<file path="config.mk">
export PLATFORM = sky130hd
export DESIGN_NAME = solar_tracker_mode_controller_core
export DESIGN_NICKNAME = d
export VERILOG_FILES = /design/src/rtl/stmc_pkg.sv /design/src/rtl/stmc_step.sv /design/src/rtl/solar_tracker_mode_controller_core.sv
export SDC_FILE = /design/constraint.sdc
export NUM_CORES = 1
export LEC_CHECK = 0
export ABC_CLOCK_PERIOD_IN_PS = 7600
export BUFFER_PORTS_ARGS = -buffer_cell sky130_fd_sc_hd__buf_2
export CAP_MARGIN = 20
export CORE_MARGIN = 1.5
export CORE_UTILIZATION = 58
export CTS_CLUSTER_SIZE = 25
export DETAILED_ROUTE_END_ITERATION = 10
export HOLD_SLACK_MARGIN = 0.03
export PLACE_DENSITY = 0.77
export SKIP_LAST_GASP = 1
export SLEW_MARGIN = 40
export SYNTH_ARGS = -nofsm -noshare
export SYNTH_HDL_FRONTEND = slang
export SYNTH_SLANG_ARGS = --single-unit
</file>
<file path="constraint.sdc">
create_clock -name aclk -period 7.6 [get_ports aclk]
set_clock_uncertainty 0.05 [all_clocks]
set_input_delay 0.38 -clock aclk [delete_from_list [all_inputs] [get_ports aclk]]
set_output_delay 0.38 -clock aclk [all_outputs]
set_load 0.01 [all_outputs]
</file>
<file path="src/rtl/stmc_pkg.sv">
// Shared types, register indexes and constants of the solar tracker mode controller.
`timescale 1ns / 1ps

package stmc_pkg;

    localparam int CFG_INDEX_W = 3;
    localparam int CFG_DATA_W  = 14;

    typedef enum logic [CFG_INDEX_W-1:0] {
        CFG_OVERHEAT_TEMP   = 3'd0,
        CFG_TARGET_MV       = 3'd1,
        CFG_HYSTERESIS_BAND = 3'd2,
        CFG_REPORT_PERIOD   = 3'd3,
        CFG_SEARCH_PERIOD   = 3'd4,
        CFG_PWM_STEP        = 3'd5
    } cfg_index_t;

    typedef enum logic [1:0] {
        MODE_REGULATE = 2'd0,
        MODE_REPORT   = 2'd1,
        MODE_SCAN     = 2'd2,
        MODE_HOT      = 2'd3
    } mode_t;

    localparam logic [7:0] SCAN_STEP  = 8'd15;
    localparam logic [7:0] SCAN_END   = 8'd180;
    localparam logic [7:0] FLIP_LIMIT = 8'd90;
    localparam logic [7:0] FAR_ANGLE  = 8'd180;
    localparam logic [7:0] DUTY_MAX   = 8'd255;

    localparam logic [7:0]  RST_OVERHEAT_TEMP   = 8'd60;
    localparam logic [13:0] RST_TARGET_MV       = 14'd5000;
    localparam logic [10:0] RST_HYSTERESIS_BAND = 11'd200;
    localparam logic [11:0] RST_REPORT_PERIOD   = 12'd61;
    localparam logic [11:0] RST_SEARCH_PERIOD   = 12'd3700;
    localparam logic [6:0]  RST_PWM_STEP        = 7'd10;

    typedef struct packed {
        logic        kind;
        logic [13:0] panel_mv;
        logic [7:0]  temp_c;
    } in_item_t;

    typedef struct packed {
        logic [1:0]  mode;
        logic [7:0]  servo_angle;
        logic [7:0]  pwm_duty;
        logic        report_valid;
        logic [13:0] report_mv;
        logic [7:0]  report_temp;
        logic        overheat_alarm;
    } out_item_t;

    typedef struct packed {
        logic [7:0]  overheat_temp;
        logic [13:0] target_mv;
        logic [10:0] hysteresis_band;
        logic [11:0] report_period;
        logic [11:0] search_period;
        logic [6:0]  pwm_step;
    } cfg_t;

    typedef struct packed {
        logic [11:0] tick_count;
        logic [11:0] report_count;
        mode_t       mode;
        logic [7:0]  duty;
        logic [7:0]  angle;
        logic [13:0] stored_mv;
        logic [7:0]  stored_temp;
        logic        scan_active;
        logic [7:0]  scan_angle;
        logic [13:0] best_mv;
        logic [7:0]  best_angle;
        logic        cooling;
    } state_t;

endpackage

</file>
<file path="src/rtl/stmc_step.sv">
// Next-state and result logic for one tick or measurement item.
`timescale 1ns / 1ps

module stmc_step (
    input  stmc_pkg::state_t   st,
    input  stmc_pkg::cfg_t     cfg,
    input  stmc_pkg::in_item_t item,
    output stmc_pkg::state_t   st_next,
    output stmc_pkg::out_item_t res
);
    import stmc_pkg::*;

    logic [11:0]        tick_inc;
    logic [11:0]        rep_inc;
    logic               rep_hit;
    logic               srch_hit;
    logic               hot;
    logic signed [15:0] band_lo;
    logic signed [15:0] mv_s;
    logic [14:0]        band_hi;
    logic [7:0]         duty_dn;
    logic [8:0]         duty_sum;
    logic [7:0]         duty_up;
    logic               new_best;
    logic [7:0]         best_angle_upd;
    logic [7:0]         scan_angle_inc;

    assign tick_inc = st.tick_count + 12'd1;
    assign rep_inc  = st.report_count + 12'd1;
    assign rep_hit  = rep_inc >= cfg.report_period;
    assign srch_hit = tick_inc > cfg.search_period;
    assign hot      = item.temp_c > cfg.overheat_temp;

    assign band_lo  = $signed({2'b00, cfg.target_mv}) - $signed({5'b0, cfg.hysteresis_band});
    assign mv_s     = $signed({2'b00, item.panel_mv});
    assign band_hi  = {1'b0, cfg.target_mv} + {4'b0, cfg.hysteresis_band};

    // saturate at both ends of the duty range
    assign duty_dn  = (st.duty > {1'b0, cfg.pwm_step}) ? st.duty - {1'b0, cfg.pwm_step} : 8'd0;
    assign duty_sum = {1'b0, st.duty} + {2'b00, cfg.pwm_step};
    assign duty_up  = (duty_sum > {1'b0, DUTY_MAX}) ? DUTY_MAX : duty_sum[7:0];

    assign new_best       = item.panel_mv > st.best_mv;
    assign best_angle_upd = new_best ? st.scan_angle : st.best_angle;
    assign scan_angle_inc = st.scan_angle + SCAN_STEP;

    always_comb begin
        st_next            = st;
        res.report_valid   = 1'b0;
        res.report_mv      = '0;
        res.report_temp    = '0;
        res.overheat_alarm = 1'b0;

        if (!item.kind) begin
            if (!st.cooling) begin
                st_next.tick_count   = srch_hit ? 12'd0 : tick_inc;
                st_next.report_count = (rep_hit || srch_hit) ? 12'd0 : rep_inc;
                if (!st.scan_active) begin
                    if (srch_hit) begin
                        st_next.mode = MODE_SCAN;
                    end else if (rep_hit) begin
                        st_next.mode = MODE_REPORT;
                    end
                end
            end
        end else begin
            st_next.stored_temp = item.temp_c;
            if (st.cooling || st.mode == MODE_HOT) begin
                if (hot) begin
                    st_next.cooling    = 1'b1;
                    res.overheat_alarm = 1'b1;
                end else begin
                    st_next.cooling = 1'b0;
                    st_next.mode    = MODE_SCAN;
                end
            end else if (hot) begin
                st_next.angle       = (st.angle > FLIP_LIMIT) ? 8'd0 : FAR_ANGLE;
                st_next.scan_active = 1'b0;
                st_next.cooling     = 1'b1;
                st_next.mode        = MODE_HOT;
                res.overheat_alarm  = 1'b1;
            end else begin
                case (st.mode)
                    MODE_REPORT: begin
                        res.report_valid = 1'b1;
                        res.report_mv    = st.stored_mv;
                        res.report_temp  = item.temp_c;
                        st_next.mode     = MODE_REGULATE;
                    end
                    MODE_SCAN: begin
                        if (!st.scan_active) begin
                            st_next.duty        = 8'd0;
                            st_next.scan_active = 1'b1;
                            st_next.scan_angle  = 8'd0;
                            st_next.best_mv     = '0;
                            st_next.best_angle  = st.angle;
                        end else begin
                            if (new_best) begin
                                st_next.best_mv = item.panel_mv;
                            end
                            st_next.best_angle = best_angle_upd;
                            st_next.scan_angle = scan_angle_inc;
                            if (scan_angle_inc >= SCAN_END) begin
                                st_next.scan_active = 1'b0;
                                st_next.scan_angle  = 8'd0;
                                st_next.angle       = best_angle_upd;
                                st_next.mode        = MODE_REGULATE;
                            end
                        end
                    end
                    default: begin
                        st_next.stored_mv = item.panel_mv;
                        if (mv_s < band_lo && st.duty != 8'd0) begin
                            st_next.duty = duty_dn;
                        end else if ({1'b0, item.panel_mv} > band_hi && st.duty != DUTY_MAX) begin
                            st_next.duty = duty_up;
                        end
                    end
                endcase
            end
        end

        res.mode        = st_next.mode;
        res.servo_angle = st_next.scan_active ? st_next.scan_angle : st_next.angle;
        res.pwm_duty    = st_next.duty;
    end

endmodule

</file>
<file path="src/rtl/solar_tracker_mode_controller_core.sv">
// Top level of the solar tracker mode controller: config registers, state and output register.
`timescale 1ns / 1ps
// The result of an accepted item is held in the output register from the next cycle on.
// Throughput: one item per cycle while the output register is not stalled by m_ready.
// An item is taken while the output register is empty or its result is being taken.
// Reset (aresetn low, synchronous) clears all tracker state, empties the output
// register and loads the configuration registers with their default values.

module solar_tracker_mode_controller_core (
    input  logic                                  aclk,
    input  logic                                  aresetn,
    input  logic                                  cfg_we,
    input  logic [stmc_pkg::CFG_INDEX_W-1:0]      cfg_index,
    input  logic [stmc_pkg::CFG_DATA_W-1:0]       cfg_data,
    input  logic                                  s_valid,
    output logic                                  s_ready,
    input  stmc_pkg::in_item_t                    s_data,
    output logic                                  m_valid,
    input  logic                                  m_ready,
    output stmc_pkg::out_item_t                   m_data
);
    import stmc_pkg::*;

    cfg_t      cfg_reg;
    cfg_t      cfg_next;
    state_t    state_reg;
    state_t    state_next;
    out_item_t res_reg;
    out_item_t res_next;
    logic      m_valid_reg;
    logic      s_accept;

    // Take a new item while the result slot is empty or frees up in this same cycle.
    assign s_ready  = !m_valid_reg || m_ready;
    assign s_accept = s_valid && s_ready;
    assign m_valid  = m_valid_reg;
    assign m_data   = res_reg;

    // Decode register writes; unknown indexes are dropped.
    always_comb begin
        cfg_next = cfg_reg;
        if (cfg_we) begin
            case (cfg_index_t'(cfg_index))
                CFG_OVERHEAT_TEMP:   cfg_next.overheat_temp   = cfg_data[7:0];
                CFG_TARGET_MV:       cfg_next.target_mv       = cfg_data[13:0];
                CFG_HYSTERESIS_BAND: cfg_next.hysteresis_band = cfg_data[10:0];
                CFG_REPORT_PERIOD:   cfg_next.report_period   = cfg_data[11:0];
                CFG_SEARCH_PERIOD:   cfg_next.search_period   = cfg_data[11:0];
                CFG_PWM_STEP:        cfg_next.pwm_step        = cfg_data[6:0];
                default: begin
                end
            endcase
        end
    end

    // All mode, counter, scan and pwm decisions for one item.
    stmc_step u_step (
        .st      (state_reg),
        .cfg     (cfg_reg),
        .item    (s_data),
        .st_next (state_next),
        .res     (res_next)
    );

    always_ff @(posedge aclk) begin
        if (!aresetn) begin
            cfg_reg.overheat_temp   <= RST_OVERHEAT_TEMP;
            cfg_reg.target_mv       <= RST_TARGET_MV;
            cfg_reg.hysteresis_band <= RST_HYSTERESIS_BAND;
            cfg_reg.report_period   <= RST_REPORT_PERIOD;
            cfg_reg.search_period   <= RST_SEARCH_PERIOD;
            cfg_reg.pwm_step        <= RST_PWM_STEP;
        end else begin
            cfg_reg <= cfg_next;
        end
    end

    // Advance the state only on an accepted item; hold otherwise.
    always_ff @(posedge aclk) begin
        if (!aresetn) begin
            state_reg.tick_count   <= '0;
            state_reg.report_count <= '0;
            state_reg.mode         <= MODE_REGULATE;
            state_reg.duty         <= '0;
            state_reg.angle        <= '0;
            state_reg.stored_mv    <= '0;
            state_reg.stored_temp  <= '0;
            state_reg.scan_active  <= 1'b0;
            state_reg.scan_angle   <= '0;
            state_reg.best_mv      <= '0;
            state_reg.best_angle   <= '0;
            state_reg.cooling      <= 1'b0;
        end else if (s_accept) begin
            state_reg <= state_next;
        end
    end

    // Output register: fill on accept, drop once the result is taken.
    always_ff @(posedge aclk) begin
        if (!aresetn) begin
            m_valid_reg <= 1'b0;
        end else if (s_accept) begin
            m_valid_reg <= 1'b1;
        end else if (m_ready) begin
            m_valid_reg <= 1'b0;
        end
    end

    always_ff @(posedge aclk) begin
        if (s_accept) begin
            res_reg <= res_next;
        end
    end

endmodule

</file>
==> out/qor.yml <==
timing:
  hold_violations: 0
  fmax_ghz: 0.214
  hold_ws_ps: 101
  slew_violations: 0
  rsz0062_at_grt: "no"
  fin_crit_sh_pct: 61.4
  period_minus_slack_ps: 4670
  tightest_slew_ps: 819
  finalSetupTns_ps: 0
  setup_violations: 0
  slew_headroom_pct: 45.2
final_layout:
  layout-drive-gt1-share_pct: 10.7
  final_common_cell: "nand2_1"
  n_antenna_cell: 0
  fin_nets: 1739
  final_cell_mix: "nand2_1, dfxtp_1, ha_1, inv_1, buf_2"
  area.growth.synth_to_final_pct: 8.85
  n_fill_cell: 1911
  largest_register_ffs: 88
  seq_area_sq_mm: 0.00432
  multiInputGateArea_sq_mm: 0.00793
logic_synthesis:
  syn_inst: 1541
  ys_seq_area_share_pct: 33.4
  yosys_warnings: 0
  synth-adder-area-share_pct: 11.7
  synth-seq-cells: 195
  synth.distinct_cells: 96
  ys.flop_type: "dfxtp_1"
  syn_area_sq_mm: 0.0130
  synth_top_area_share_pct: 23.6
  synthXorXnorAreaFrac_pct: 2.84
  synth_area_leader_cell: "dfxtp_1"
  synth_edf_count: 42
  muxShareOfSynthArea_pct: 1.54
  synth_compound_area_share_pct: 22.5
  ys_top_cells_by_area: "dfxtp_1, ha_1, edfxtp_1, nand2_1, a21boi_0"
  ys_async_sr_fraction_pct: 0
  synth_top_family_by_area: "compound AO/OA/AOI/OAI gates"
  yosys.area_share.simple_pct: 22.1
  syn_nets: 1705
  syn_area_per_cell_sq_um: 8.41
route:
  wl_per_cell_um: 17.8
  postRouteAntennaNets: 0
  drc_errors: 0
  post_drt_via_cell_ratio: 6.10
  num_vias: 11400
  routed_wl_um: 33200
  first_iter_violations: 872
  drt_pass1_iterations: 5
die:
  die_h_um: 153
  initial_utilization_pct: 59.2
  ioPinCount: 89
  die-area_sq_mm: 0.0233
  die_x_um: 153
  core_sq_mm: 0.0219
  rows: 54
clock_tree:
  hold_buffers: 0
  post_cts_resize_count: 0
  clockBufferDepth: 2
  clk_pin_slew_ps: 70
  cts_setup_buffers: 0
  cts_tree: "yes"
  numCtsBuffers: 17
  clkLatencyLatePin_ps: 440
  cts-root-buf: "clkbuf_16"
  cts_sinks: 195
  htree_levels: 4
pwr:
  p_int_mw: 1.65
  clockPowerShare_pct: 38.3
  peakVddDrop_mv: 0.140
  pwr_density_cell_mw_per_mm2: 166
  seqPwrFrac_pct: 47.2
  sw_frac_of_total_pct: 29.6
  p_comb_share_pct: 14.5
  p_switching_mw: 0.695
  p_leak_nw: 5.58
worst_setup_path:
  rr_worst_depth: 15
  required_ps: 7740
  end_kind: "register"
  cp_max_fo: 13
  worstSetupPathType: "reg2reg"
  cp-start-kind: "register"
  cp.arrival_ps: 4800
global_route:
  grt_pass1_wl_um: 54600
  antenna_found_initial: 0
  grt_pass1_vias: 10600
  grt_max_degree: 77
  overflow: 0
  grtUsageTotal_pct: 28.7
worst_hold_path:
  hold_path_class: "in2reg"
  min_path_cells: 3
flow_run:
  maxCapViolCount: 0
placement:
  hpwl_um: 24400
  gp_congestion: 0.906
  port_buffers: 88
status:
  status: "complete, no violations"
kinds of logic after synthesis:
group | count (synthesis)
and+or+nand+nor | 571
AOI/OAI and AO/OA | 403
DFF | 195
buffers and inverters | 191
adders and majority gates | 119
xor gates and xnor gates | 42
muxes | 20
path summary, 6_finish.rpt:
check                startpoint            end  slack [ps]
setup / recovery    cfg_reg[32]     m_data[28]        2930
hold / removal     cfg_data[12]    cfg_reg[54]         100
setup reg to reg    cfg_reg[32]     m_data[28]        2930
hold reg to reg   state_reg[15]  state_reg[15]         400
through the flow:
stage               total power [mW]  instance area [sq um]  std cells  util, %  worst slack (ps)
floorplan                       1.36                  13000       1541        -              3550
global placement                1.46                  13500       1836     61.6              3090
detailed placement              1.47                  13500       1836     61.8              2890
CTS                             2.36                  14100       1868     64.4              2920
global route                    2.44                  14100       1868     64.5              2550
finish                          2.35                  14100       1868     64.5              2930
synthesized netlist by cell type (20+ instances only):
library cell	count
nand3_1	42
o211ai_1	32
nor2_1	73
a21oi_1	58
clkbuf_1	56
edfxtp_1	42
mux2i_1	20
nand2_1	209
xor2_1	23
inv_1	110
nor2b_1	38
ha_1	115
nor3_1	47
dfxtp_1	153
o21ai_0	60
a21boi_0	58
and3_1	36
nand4_1	31
layer usage:
metal / vias up / global-route usage (%) / wire (um)
li1: 5609 / - / -
met1: 5371 / 40.2 / 15300
met2: 358 / 46.6 / 15200
met3: 52 / 3.47 / 2020
met4: 0 / 8.47 / 677
met5: - / 0 / 0
power by group through the flow:
stage | Clock, mW | Combinational [mW] | Sequential, mW
2_1_floorplan | 0 | 0.224 | 1.14
3_3_place_gp | 0 | 0.328 | 1.13
3_5_place_dp | 0 | 0.335 | 1.13
4_1_cts | 0.910 | 0.338 | 1.11
5_1_grt | 0.951 | 0.380 | 1.11
6_report | 0.899 | 0.340 | 1.11
layout make-up:
| cell class | instances | share of cell area (%) |
|---|---|---|
| inverters | 110 | 2.93 |
| clock inverters | 15 | 1.15 |
| repair buffers | 96 | 3.56 |
| well taps | 280 | 2.48 |
| clock buffers | 17 | 3.01 |
| multi-input cells | 1155 | 56.2 |
| flip-flops and latches | 195 | 30.6 |
critical path: stages, from the launching register on:
cell and delay, ps:
dfxtp_1 400, inv_1 100, ha_1 320, nor2b_1 140
o21a_1 170, o21ai_0 280, a211oi_1 150, o31a_1 310
a311oi_1 350, ha_1 310, a221oi_1 370, o211ai_1 140
o21ai_1 340, and2_1 460, o31ai_1 160, a221o_1 360
No activity file was read; power rests on OpenSTA's default activity.
